`config.mk`:
```
export PLATFORM = sky130hd
export DESIGN_NAME = met_front
export DESIGN_NICKNAME = d
export VERILOG_FILES = /design/src/rtl/mandelbrot_escape_time_top_assert.svh /design/src/rtl/met_pkg.sv /design/src/rtl/met_front.sv
export SDC_FILE = /design/constraint.sdc
export NUM_CORES = 1
export LEC_CHECK = 0
export ABC_AREA = 1
export BUFFER_PORTS_ARGS = -buffer_cell sky130_fd_sc_hd__buf_2
export CAP_MARGIN = 20
export CELL_PAD_IN_SITES_DETAIL_PLACEMENT = 1
export CELL_PAD_IN_SITES_GLOBAL_PLACEMENT = 1
export CORE_ASPECT_RATIO = 2
export CORE_MARGIN = 2
export CORE_UTILIZATION = 35
export DETAILED_ROUTE_END_ITERATION = 12
export PLACE_DENSITY_LB_ADDON = 0.1
export SYNTH_ARGS = -nofsm -noshare
export SYNTH_HDL_FRONTEND = slang
export SYNTH_SLANG_ARGS = --single-unit
```
`constraint.sdc`:
```
create_clock -name clock -period 6.5 [get_ports clock]
set_clock_uncertainty 0.1 [all_clocks]
set_input_delay 1.625 -clock clock [delete_from_list [all_inputs] [get_ports clock]]
set_output_delay 1.625 -clock clock [all_outputs]
set_load 0.05 [all_outputs]
```
`src/rtl/mandelbrot_escape_time_top_assert.svh`:
```
// Assertion macros shared by the escape-time block.
// Each macro expects signals named clock and reset in the calling module.
`ifndef MANDELBROT_ESCAPE_TIME_TOP_ASSERT_SVH
`define MANDELBROT_ESCAPE_TIME_TOP_ASSERT_SVH

// The consequent must hold in the same cycle as the antecedent.
`define MET_ASSERT_SAME(label, ante, cons, msg) \
   label: assert property (@(posedge clock) disable iff (reset) (ante) |-> (cons)) \
      else $error(msg);

// The consequent must hold in the cycle after the antecedent.
`define MET_ASSERT_NEXT(label, ante, cons, msg) \
   label: assert property (@(posedge clock) disable iff (reset) (ante) |=> (cons)) \
      else $error(msg);

`endif

```
`src/rtl/met_pkg.sv`:
```
`timescale 1ns / 1ps

package met_pkg;

   // Fixed-point format of the iteration.
   localparam int FRAC_BITS  = 28;
   localparam int COORD_W    = 31;
   localparam int Z_W        = 32;
   localparam int PROD_W     = 2 * Z_W;
   localparam int COUNT_W    = 16;
   localparam int GRAY_W     = 8;
   localparam int DIVIDEND_W = COUNT_W + GRAY_W;

   // Escape threshold 4 at 2*FRAC_BITS fraction bits.
   localparam int TSHIFT = 2 * FRAC_BITS + 2;
   localparam bit NO_ESCAPE = (TSHIFT > PROD_W - 1);
   localparam logic [PROD_W-1:0] THRESH =
      NO_ESCAPE ? '0 : (PROD_W'(1) << TSHIFT);

   localparam logic [COUNT_W-1:0] MAX_ITER_RESET = 16'd1000;

   // Size of the queue between the request side and the iteration engine.
   localparam int QUEUE_DEPTH  = 2;
   localparam int QUEUE_PTR_W  = $clog2(QUEUE_DEPTH);
   localparam int QUEUE_FILL_W = $clog2(QUEUE_DEPTH + 1);

   // One queued point, already widened to the iteration width.
   typedef struct packed {
      logic signed [Z_W-1:0] c_real;
      logic signed [Z_W-1:0] c_imag;
   } point_type;

   // Request to the gray-level divider.
   typedef struct packed {
      logic                  start;
      logic [DIVIDEND_W-1:0] dividend;
      logic [COUNT_W-1:0]    divisor;
   } div_req_type;

   // Answer from the gray-level divider.
   typedef struct packed {
      logic              done;
      logic [GRAY_W-1:0] quotient;
   } div_rsp_type;

endpackage

```
`src/rtl/met_front.sv`:
```
`timescale 1ns / 1ps

module met_front (
   input  logic                                   clock,
   input  logic                                   reset,
   input  logic                                   req_valid,
   output logic                                   req_ready,
   input  logic signed [met_pkg::COORD_W-1:0]     req_c_real,
   input  logic signed [met_pkg::COORD_W-1:0]     req_c_imag,
   output logic                                   q_valid,
   input  logic                                   q_ready,
   output met_pkg::point_type                     q_data
);
   import met_pkg::*;

   point_type               entry_ff [QUEUE_DEPTH];
   logic [QUEUE_PTR_W-1:0]  wr_ptr_ff, wr_ptr_in;
   logic [QUEUE_PTR_W-1:0]  rd_ptr_ff, rd_ptr_in;
   logic [QUEUE_FILL_W-1:0] fill_ff, fill_in;
   logic                    push, pop;
   point_type               incoming;

   // Widen the incoming coordinates to the iteration width.
   always_comb begin
      incoming.c_real = {req_c_real[COORD_W-1], req_c_real};
      incoming.c_imag = {req_c_imag[COORD_W-1], req_c_imag};
   end

   assign req_ready = (fill_ff != QUEUE_FILL_W'(QUEUE_DEPTH));
   assign q_valid   = (fill_ff != '0);
   assign q_data    = entry_ff[rd_ptr_ff];
   assign push      = req_valid && req_ready;
   assign pop       = q_valid && q_ready;

   // Pointer and fill bookkeeping of the queue; pointers wrap at the depth.
   always_comb begin
      wr_ptr_in = wr_ptr_ff;
      rd_ptr_in = rd_ptr_ff;
      if (push) begin
         wr_ptr_in = (wr_ptr_ff == QUEUE_PTR_W'(QUEUE_DEPTH - 1)) ? '0 :
                     wr_ptr_ff + QUEUE_PTR_W'(1);
      end
      if (pop) begin
         rd_ptr_in = (rd_ptr_ff == QUEUE_PTR_W'(QUEUE_DEPTH - 1)) ? '0 :
                     rd_ptr_ff + QUEUE_PTR_W'(1);
      end
      fill_in   = fill_ff;
      if (push && !pop) begin
         fill_in = fill_ff + QUEUE_FILL_W'(1);
      end else if (pop && !push) begin
         fill_in = fill_ff - QUEUE_FILL_W'(1);
      end
   end

   always_ff @(posedge clock) begin
      if (reset) begin
         wr_ptr_ff <= '0;
         rd_ptr_ff <= '0;
         fill_ff   <= '0;
      end else begin
         wr_ptr_ff <= wr_ptr_in;
         rd_ptr_ff <= rd_ptr_in;
         fill_ff   <= fill_in;
      end
   end

   // Queue storage needs no reset.
   always_ff @(posedge clock) begin
      if (push) begin
         entry_ff[wr_ptr_ff] <= incoming;
      end
   end

endmodule

```
# Yosys cells after proc, flatten, opt, wreduce, memory -nomap -nowiden
# Memories as Yosys holds them, arrays and structs flattened. A register that Yosys moved wholly into a read port is not among the register bits.
# Index checks and enable logic that the tools add are counted.
totals:
  mem_bits_rw: 128
  latch_bits: 0
  mem_bits_ro: 0
  wordCells: 25
  memories: 1
  regBits: 4
  output_inout_bits: 66
  inputBits: 66
mem_list:
  columns: ["name", "depth", "word_bits", "rd", "rd_clocked_by_memory_dff", "wr", "line", "text"]
  rows:
  - ["entry_ff", 2, 64, 1, 1, 1, "met_front.sv:16", "point_type entry_ff [QUEUE_DEPTH];"]
op_classes:
  n_eq_ne: 1
  n_reduce_logical: 8
  add_sub_neg: 4
  n_bitwise: 0
  shifts: 0
  div_mod_pow: 0
  mul: 0
  magnitude_cmp: 0
  muxes: 8
ops:
  columns: ["cell", "n"]
  rows:
  - ["$mux W1", 6]
  - ["$logic_and A1 B1 Y1", 4]
  - ["$mux W2", 2]
  - ["$reduce_bool A2 Y1", 2]
  - ["$add A1 B1 Y1 const B", 2]
  - ["$add A2 B1 Y2 const B", 1]
  - ["$logic_not A1 Y1", 2]
  - ["$ne A2 B2 Y1 const B", 1]
  - ["$sub A2 B1 Y2 const B", 1]

# Longest topological paths before layout
# Gate-level depths: netlist (run 1).
logic_depth:
  depth_word: 6
  depth_mapped: 11
  mapped_depth_nobuf: 11

# Worst setup path before layout (run 1)
# OpenSTA, ideal clock, no wires.
synth_timing:
  path_type: "input -> register"
  start: "input req_valid"
  end: "memory entry_ff[0][0] (netlist name) (enable)"
  path_buffers: 0
  setup_time_ns: 0.482
  t_arrival_ns: 4.336
  cell_stages: 2
  setup_slack_ns: 1.582
  required_ns: 5.918
  path_cell_list: "nand2_1 nor2_1"
synth_via:
  elab_chain_cells: 3
synth_lines:
  columns: ["item", "line", "text"]
  rows:
  - ["start: declaration", "met_front.sv:6", "input logic req_valid,"]
  - ["$logic_and A1 B1 Y1", "met_front.sv:32", "assign push = req_valid && req_ready;"]
  - ["$mux W1", "met_front.sv:69", "if (push) begin"]
  - ["$mux W1 (not written as such)", "met_front.sv:70", "entry_ff[wr_ptr_ff] <= incoming;"]
  - ["end: declaration", "met_front.sv:16", null]
# Every way passes these cells.

==> results of run 1 <==
-- layout make-up --
| type | instances | area, sq um |
|---|---|---|
| clock buffer | 18 | 429.2 |
| clock inverter | 13 | 163.9 |
| fill | 1396 | 7725 |
| inverter | 8 | 30.03 |
| multi-input combinational | 86 | 1047 |
| sequential | 129 | 3827 |
| tap | 192 | 240.2 |
| timing repair buffer | 136 | 733.2 |
-- state kept, by name, indices dropped and copies added, names as in the netlist, named ones only --
name	cells
wr_ptr_ff	1
entry_ff	124
rd_ptr_ff	1
fill_ff	2
-- per-stage QoR --
stage               setup slack [ps]  power (mW)    util  std cells  hold slack [ps]
finish                          2411       3.000  0.4558        582            415.7
detailed placement              2772       2.101  0.4141        551            411.4
global placement                2755       2.067  0.4102        549            386.7
floorplan                       1582       1.932       -        232            364.5
global route                    2263       3.122  0.4558        582            453.4
CTS                             2322       3.049  0.4558        582            424.4
-- worst register-to-register path, stage by stage, from the launching register on --
cell and delay [ps]:
dfxtp_1 330, inv_1 90, nand2_1 80, nand2_1 160, nor2_4 590, buf_4 430
-- kinds of logic (layout without fill, tap and decap cells) --
logic type | Yosys count | count (layout) | synth area share
simple gates | 19 | 19 | 0.01517
compound gates | 4 | 4 | 0.003978
fa+ha+maj | 1 | 1 | 0.002486
flops | 129 | 129 | 0.7598
mux | 62 | 62 | 0.1835
buf+inv | 17 | 175 | 0.03506
-- path summary, 6_finish.rpt --
check                                                 end  cells past startpoint
worst min-delay path               rd_ptr_ff$_SDFFE_PP0P_                      2
worst max register to register  entry_ff[1][52]$_DFFE_PP_                      5
worst max-delay path                           q_data[25]                      3
worst min register to register     rd_ptr_ff$_SDFFE_PP0P_                      2
-- routing by layer --
layer | part of all wire | routed length [microns] | GRT usage
met5 | 0 | 0 | 0
met4 | 0.013 | 125 | 0.05492
met3 | 0.067 | 633 | 0.05238
met2 | 0.53 | 4999 | 0.2130
met1 | 0.39 | 3735 | 0.1465
-- cells in the mapped netlist --
cell type	n
a21oi_1	2
nand4_1	1
buf_4	2
mux2_4	60
nand3_1	2
ha_1	1
mux2_2	2
dfxtp_1	5
buf_6	1
nand2_1	9
nor2_1	7
edfxtp_1	124
buf_12	6
o21ai_0	2
inv_1	8
-- report_power, final --
part           switching, mW  internal (mW)  total (mW)  leakage (nW)
combinational          0.654          0.304       0.958          1.09
clock                  0.331          0.601       0.932         0.288
sequential            0.0577           1.05        1.11          1.20
total                   1.04           1.96        3.00          2.57
==> impl_metrics.env, run 1 <==
export IMPL_status="finished, final reports clean"
export IMPL_grt_pass1_wl_mm=14.42
export IMPL_rsz0062_at_grt="no"
export IMPL_dieArea_sq_um=15410
export IMPL_period_needed_ps=4089
export IMPL_hold_viol_final=0
export IMPL_fin_nets=445
export IMPL_cts_sinks=129
export IMPL_final_area_sq_um=6471
export IMPL_clk_pin_slew_worst_paths_ps=50
export IMPL_crit_family="buffers and inverters"
export IMPL_cts_max_level=4
export IMPL_fin_tns_setup_ps=0
export IMPL_crit_arrival_ps=2360
export IMPL_cp_start_kind="flip-flop"
export IMPL_r2r_slack_ps=4390
export IMPL_ctsResizeCount=0
export IMPL_area_growth_pct=28.59
export IMPL_path_class="reg -> out"
export IMPL_hold_buffers=0
export IMPL_cp_end_kind="output pin"
export IMPL_maxSlewViolCount=0
export IMPL_r2r_start="fill_ff[0]$_SDFFE_PP0P_"
export IMPL_vias_per_cell=4.338
export IMPL_rows=62
export IMPL_clockBufferDepth=2
export IMPL_ir_drop_mv=0.2553
export IMPL_max_freq_mhz=244.6
export IMPL_cts_tree="done"
export IMPL_antenna_found_initial=0
export IMPL_ys_seq_area_frac=0.7598
export IMPL_place_area_sq_um=5878
export IMPL_ant_nets=0
export IMPL_avgRoutedWirePerCell_microns=16.31
export IMPL_crit_chain="buf_4, mux2_4, buf_2"
export IMPL_yosys_register_bits=129
export IMPL_post_cts_setup_buffer_count=0
export IMPL_max_cap_violations=0
export IMPL_die_w_microns=88.79
export IMPL_synth_distinct_cells=15
export IMPL_io_buffers=131
export IMPL_cp_slowest_cell="dfxtp_4"
export IMPL_hp_class="reg -> reg"
export IMPL_wirelength_mm=9.493
export IMPL_root_buffer="clkbuf_16"
export IMPL_synth_top_area_frac=0.7399
export IMPL_synth_top_area_cell="edfxtp_1"
export IMPL_antenna_cells=0
export IMPL_gp_congestion=0.7314
export IMPL_synthCells=232
export IMPL_syn_avg_cell_area_sq_um=21.69
export IMPL_synth_area_leaders="edfxtp_1 74%, mux2_4 18%, buf_12 2.4%"
export IMPL_syn_nets=299
export IMPL_cp_required_ps=4780
export IMPL_critPathMaxStageDelay_ps=710
export IMPL_hpwlAfterDp_mm=6.554
export IMPL_core_sq_um=14200
export IMPL_first_iter_violations=75
export IMPL_drc=0
export IMPL_die_h_microns=173.6
export IMPL_first_global_vias=2803
export IMPL_crit_buf_inv=2
export IMPL_ys_warn_count=0
export IMPL_cellLeakagePower_nw=2.572
export IMPL_overflow=0
export IMPL_drive_above_1_share=0.5897
export IMPL_drt_pass1_iter_count=4
export IMPL_initial_core_util=0.3545
export IMPL_worst_pin_slew_ps=712.9
export IMPL_clk_latency_ps=400
export IMPL_grt_usage=0.1300
export IMPL_maxSlewHeadroom=0.5236
export IMPL_syn_cell_area_sq_um=5032
export IMPL_pin_count=132
export IMPL_min_from="rd_ptr_ff$_SDFFE_PP0P_"
export IMPL_powerDensity_nw_per_um2=463.6
export IMPL_vias=2525
export IMPL_timing_final_crit_share=0.6291
export IMPL_cts_buffers=17
export IMPL_final_common_cell="buf_2"
export IMPL_path_max_fanout=34
export IMPL_setup_viol=0
export IMPL_mostFrequentLayoutCells="131 x buf_2, 124 x edfxtp_1, 60 x mux2_4, 17 x clkbuf_16, 9 x nand2_1"
export IMPL_grt_max_degree=35
(Power assumes the default switching activity.)
==> inputs of run 2 (changes only) <==
ABC_AREA = 0   (was 1)
clock period = 3.7 ns   (was 6.5 ns; I/O delays follow)
==> impl_metrics.env, run 2 <==
export IMPL_ys_async_sr_fraction=0
export IMPL_power_total_mw=5.166
export IMPL_period_needed_ps=2753
export IMPL_powerDensity_nw_per_um2=842.8
export IMPL_first_iter_violations=78
export IMPL_hold_buffers=0
export IMPL_swShare=0.3547
export IMPL_cellLeakagePower_nw=2.304
export IMPL_post_cts_setup_buffer_count=0
export IMPL_initial_core_util=0.3542
export IMPL_synth_top_area_frac=0.7911
export IMPL_timing_final_crit_share=0.7439
export IMPL_cts_sinks=129
export IMPL_synth_main_ff_cell="edfxtp_1"
export IMPL_rsz0062_at_grt="no"
export IMPL_largest_reg_flops=124
export IMPL_seq_area_sq_um=3825
export IMPL_cp_end_kind="output pin"
export IMPL_clk_pin_slew_worst_paths_ps=50
export IMPL_crit_family="buffers and inverters"
export IMPL_final_area_sq_um=6130
export IMPL_synth_distinct_cells=18
export IMPL_dpl_cell_count=500
export IMPL_r2r_cells=3
export IMPL_synth_top_area_cell="edfxtp_1"
export IMPL_clkPwrFrac=0.312
export IMPL_switching_power_mw=1.832
export IMPL_mostFrequentLayoutCells="131 x buf_2, 124 x edfxtp_1, 62 x mux2_2, 17 x clkbuf_16, 5 x clkinv_2"
export IMPL_largest_registers="entry_ff x124, fill_ff x2"
export IMPL_cp_start_kind="flip-flop"
export IMPL_synthCells=219
export IMPL_cp_slowest_cell="mux2_2"
export IMPL_drc=0
export IMPL_final_common_cell="buf_2"
export IMPL_synth_area_leaders="edfxtp_1 79%, mux2_2 15%, dfxtp_1 2.1%"
export IMPL_antenna_found_initial=0
export IMPL_ys_warn_count=0
export IMPL_fillCellCount=1283
export IMPL_root_buffer="clkbuf_16"
export IMPL_cp_required_ps=2670
export IMPL_max_cap_violations=0
export IMPL_drt_pass1_iter_count=4
export IMPL_ir_drop_mv=0.4396
export IMPL_setup_viol=0
export IMPL_core_sq_um=13290
export IMPL_hpwlAfterDp_mm=6.005
export IMPL_fin_nets=431
export IMPL_io_buffers=131
export IMPL_yosys_cell_count_top_type="edfxtp_1"
export IMPL_seqPwrFrac=0.363
export IMPL_fin_tns_setup_ps=0
export IMPL_path_max_fanout=32
export IMPL_syn_cell_area_sq_um=4707
export IMPL_wirelength_mm=8.987
export IMPL_synthTopCellsByCount="124 x edfxtp_1, 62 x mux2_2, 7 x buf_4, 5 x dfxtp_1"
export IMPL_pin_count=132
export IMPL_first_global_vias=2797
export IMPL_multi_input_area_sq_um=818.3
export IMPL_grt_max_degree=41
export IMPL_clk_latency_ps=400
export IMPL_status="finished, final reports clean"
export IMPL_cp_depth=3
export IMPL_synth_edff_count=124
export IMPL_die_h_microns=168
export IMPL_overflow=0
export IMPL_cts_max_level=4
export IMPL_area_growth_pct=30.22
export IMPL_hp_class="reg -> reg"
export IMPL_syn_avg_cell_area_sq_um=21.49
export IMPL_crit_arrival_ps=1730
export IMPL_grt_usage=0.1301
export IMPL_critPathMaxStageDelay_ps=400
export IMPL_cts_tree="done"
export IMPL_worst_pin_slew_ps=597.0
export IMPL_grt_pass1_wl_mm=13.95
export IMPL_vias=2447
export IMPL_ctsResizeCount=0
export IMPL_hold_viol_final=0
export IMPL_clockBufferDepth=2
export IMPL_vias_per_cell=4.600
export IMPL_drive_above_1_share=0.6101
export IMPL_avgRoutedWirePerCell_microns=16.89
export IMPL_path_class="reg -> out"
export IMPL_maxSlewViolCount=0
export IMPL_max_freq_mhz=363.3
export IMPL_min_path_cells=2
export IMPL_die_w_microns=86
export IMPL_power_frac_comb=0.325
export IMPL_crit_chain="buf_4, mux2_2, buf_2"
export IMPL_syn_nets=286
export IMPL_gp_congestion=0.7141
export IMPL_yosys_register_bits=129
export IMPL_place_area_sq_um=5552
export IMPL_dieArea_sq_um=14450
export IMPL_cts_buffers=17
export IMPL_rows=60
export IMPL_p_int_mw=3.334
export IMPL_stdcell_count=532
export IMPL_maxSlewHeadroom=0.6020
export IMPL_crit_buf_inv=2
export IMPL_ys_seq_area_frac=0.8123
export IMPL_antenna_cells=0
export IMPL_largest_register="entry_ff"
export IMPL_ant_nets=0
-- run 2: final cells by class --
class	count	share of cell area
inverters	1	0.0006124
well taps	155	0.03164
clock buffers	20	0.07124
clock inverters	12	0.02307
flip-flops and latches	129	0.6240
repair buffers	135	0.1159
multi-input cells	80	0.1335
-- run 2: stage by stage --
step | utilization | hold WS [ps] | worst slack, ps
2_1_floorplan | - | 370.5 | 680.8
3_3_place_gp | 0.4178 | 387.4 | 1300
3_5_place_dp | 0.4178 | 409.2 | 1248
4_1_cts | 0.4613 | 417.4 | 892.5
5_1_grt | 0.4613 | 449.3 | 858.2
6_report | 0.4613 | 413.1 | 947.5
-- run 2: kinds of logic after synthesis --
group	after synthesis	synth area share
flip-flops	129	0.8123
multiplexers	62	0.1483
buffers and inverters	10	0.01409
AND/OR/NAND/NOR	9	0.01064
AO/OA/AOI/OAI	5	0.006380
XOR/XNOR	3	0.005583
adder cells (fa/ha/maj)	1	0.002658
-- run 2: worst reg2reg max path: stages (launching register included) --
cell and delay, ps:
dfxtp_1 390, nand2b_1 240, and3_2 620, buf_12 330
-- run 2: layer usage --
metal | vias up | share of wire | global-route usage
met3 | 10 | 0.065 | 0.04706
met1 | 1200 | 0.39 | 0.1436
met2 | 90 | 0.53 | 0.2224
li1 | 1147 | - | -
met4 | 0 | 0.016 | 0.05383
met5 | - | 0 | 0
-- run 2: power by group through the flow --
stage | Clock, mW | Combinational (mW) | Sequential (mW)
final | 1.61 | 1.68 | 1.88
after global routing | 1.72 | 1.77 | 1.90
after CTS | 1.66 | 1.71 | 1.88
after detailed placement | 0 | 1.70 | 1.91
after global placement | 0 | 1.68 | 1.89
after floorplan | 0 | 1.35 | 1.90
-- run 2: final timing paths --
kind | startpoint | to | slack, ps
worst min register to register | rd_ptr_ff$_SDFFE_PP0P_ | flip-flop | 410
worst max register to register | fill_ff[0]$_SDFFE_PP0P_ | entry_ff[1][22]$_DFFE_PP_ | 1660
worst max-delay path | flip-flop | q_data[9] | 950
worst min-delay path | rd_ptr_ff$_SDFFE_PP0P_ | flip-flop | 410
==> inputs of run 3 (changes only) <==
clock period = 2.3 ns   (was 3.7 ns; I/O delays follow)
==> impl_metrics.env, run 3 (synthesized netlist as in run 2, its figures left out) <==
export IMPL_drc=0
export IMPL_max_cap_violations=0
export IMPL_antenna_cells=0
export IMPL_power_total_mw=8.993
export IMPL_die_h_microns=168
export IMPL_overflow=0
export IMPL_cp_required_ps=1620
export IMPL_maxSlewHeadroom=0.7267
export IMPL_critPathMaxStageDelay_ps=390
export IMPL_avgRoutedWirePerCell_microns=18.36
export IMPL_first_iter_violations=145
export IMPL_largest_register="entry_ff"
export IMPL_core_sq_um=13290
export IMPL_cp_end_kind="output pin"
export IMPL_setup_viol=0
export IMPL_max_freq_mhz=436.7
export IMPL_grt_max_degree=46
export IMPL_final_util=0.5026
export IMPL_hold_viol_final=0
export IMPL_gp_congestion=0.6963
export IMPL_stdcell_count=540
export IMPL_ir_drop_mv=0.7309
export IMPL_status="finished, final reports clean"
export IMPL_crit_chain="bufbuf_16, mux2_2, buf_4"
export IMPL_cellLeakagePower_nw=2.540
export IMPL_hpwlAfterDp_mm=5.851
export IMPL_largest_reg_flops=124
export IMPL_hp_class="in -> reg"
export IMPL_antenna_found_initial=0
export IMPL_maxSlewViolCount=0
export IMPL_fillCellCount=1266
export IMPL_root_buffer="clkbuf_16"
export IMPL_grt_usage=0.1388
export IMPL_fin_ws_ps=10.34
export IMPL_ant_nets=0
export IMPL_area_growth_pct=41.89
export IMPL_path_max_fanout=12
export IMPL_holdWs_ps=256.7
export IMPL_cts_tree="done"
export IMPL_drive_above_1_share=0.6286
export IMPL_final_area_sq_um=6679
export IMPL_vias_per_cell=4.676
export IMPL_mostFrequentLayoutCells="124 x edfxtp_1, 93 x buf_2, 38 x mux2_2, 24 x mux2_4, 24 x buf_8"
export IMPL_io_buffers=131
export IMPL_worst_pin_slew_ps=409.9
export IMPL_rows=60
export IMPL_path_class="reg -> out"
export IMPL_clk_pin_slew_worst_paths_ps=60
export IMPL_fin_tns_setup_ps=0
export IMPL_rsz0062_at_grt="yes"
export IMPL_wirelength_mm=9.915
export IMPL_fin_nets=439
export IMPL_cp_slowest_cell="dfxtp_4"
export IMPL_largest_registers="entry_ff x124, fill_ff x2"
export IMPL_die_w_microns=86
export IMPL_clk_latency_ps=400
export IMPL_pin_count=132
export IMPL_dpl_cell_count=502
export IMPL_period_needed_ps=2290
export IMPL_final_common_cell="edfxtp_1"
export IMPL_first_global_vias=2848
export IMPL_timing_final_crit_share=0.9955
export IMPL_cts_sinks=129
export IMPL_powerDensity_nw_per_um2=1346
export IMPL_dieArea_sq_um=14450
export IMPL_grt_pass1_wl_mm=14.60
export IMPL_vias=2525
export IMPL_place_area_sq_um=5585
export IMPL_drt_pass1_iter_count=4
export IMPL_clockBufferDepth=2
export IMPL_cts_max_level=4
export IMPL_crit_arrival_ps=1610
export IMPL_initial_core_util=0.3542
export IMPL_dpl_worst_slack_ps=366.4
export IMPL_cts_buffers=17
export IMPL_cp_start_kind="flip-flop"
## run 3: cell count changes in the layout (fill, tap and decap cells not counted), sizes merged
cell	before	now
bufbuf	0	1
bufinv	3	1
buf	135	140
clkbuf	20	19
inv	1	3
clkinv	6	4
clkinvlp	3	8
## run 3: area by class of cell
class                   instances  area, sq um  area share
clock buffers                  17        425.4     0.06369
repair buffers                143         1179      0.1765
well taps                     155        193.9     0.02904
multi-input cells              80        910.9      0.1364
flip-flops and latches        129         3827      0.5731
inverters                       1        7.507    0.001124
clock inverters                15        135.1     0.02023
## run 3: critical path: cells and delay by family (launching register included)
family,cells,cell delay (ps)
buffers and inverters,2,490
DFF,1,390
muxes,1,330
## run 3: where the power goes
group,switching [mW],total (mW),leakage [nW],internal (mW)
clock network,0.999,2.49,0.252,1.49
registers,0.0963,3.04,1.20,2.94
logic,2.12,3.47,1.09,1.35
## run 3: worst paths after layout
path / cells after the start / startpoint / slack (ps) / end
hold reg to reg: 2 / rd_ptr_ff$_SDFFE_PP0P_ / 430 / flip-flop
setup reg to reg: 5 / fill_ff[0]$_SDFFE_PP0P_ / 550 / fill_ff[1]$_SDFFE_PP0P_
setup / recovery: 3 / flip-flop / 10 / q_data[35]
hold / removal: 1 / req_c_imag[10] / 260 / entry_ff[1][10]$_DFFE_PP_
## run 3: metal layers
layer,routed length (microns),vias to the layer above,global-route usage
li1,-,1177,-
met1,3838,1242,0.1503
met2,5354,97,0.2427
met3,599,9,0.04951
met4,123,0,0.05383
met5,0,-,0
## run 3: repair_timing
| item | CTS | global route |
|---|---|---|
| buffers inserted | 1 | 0 |
| gates resized for setup | 64 | 51 |
| pin swaps | 0 | 0 |
| cloned | 3 | 2 |
| setup endpoints to repair | 52 | 50 |
| hold buffers | 0 | 0 |
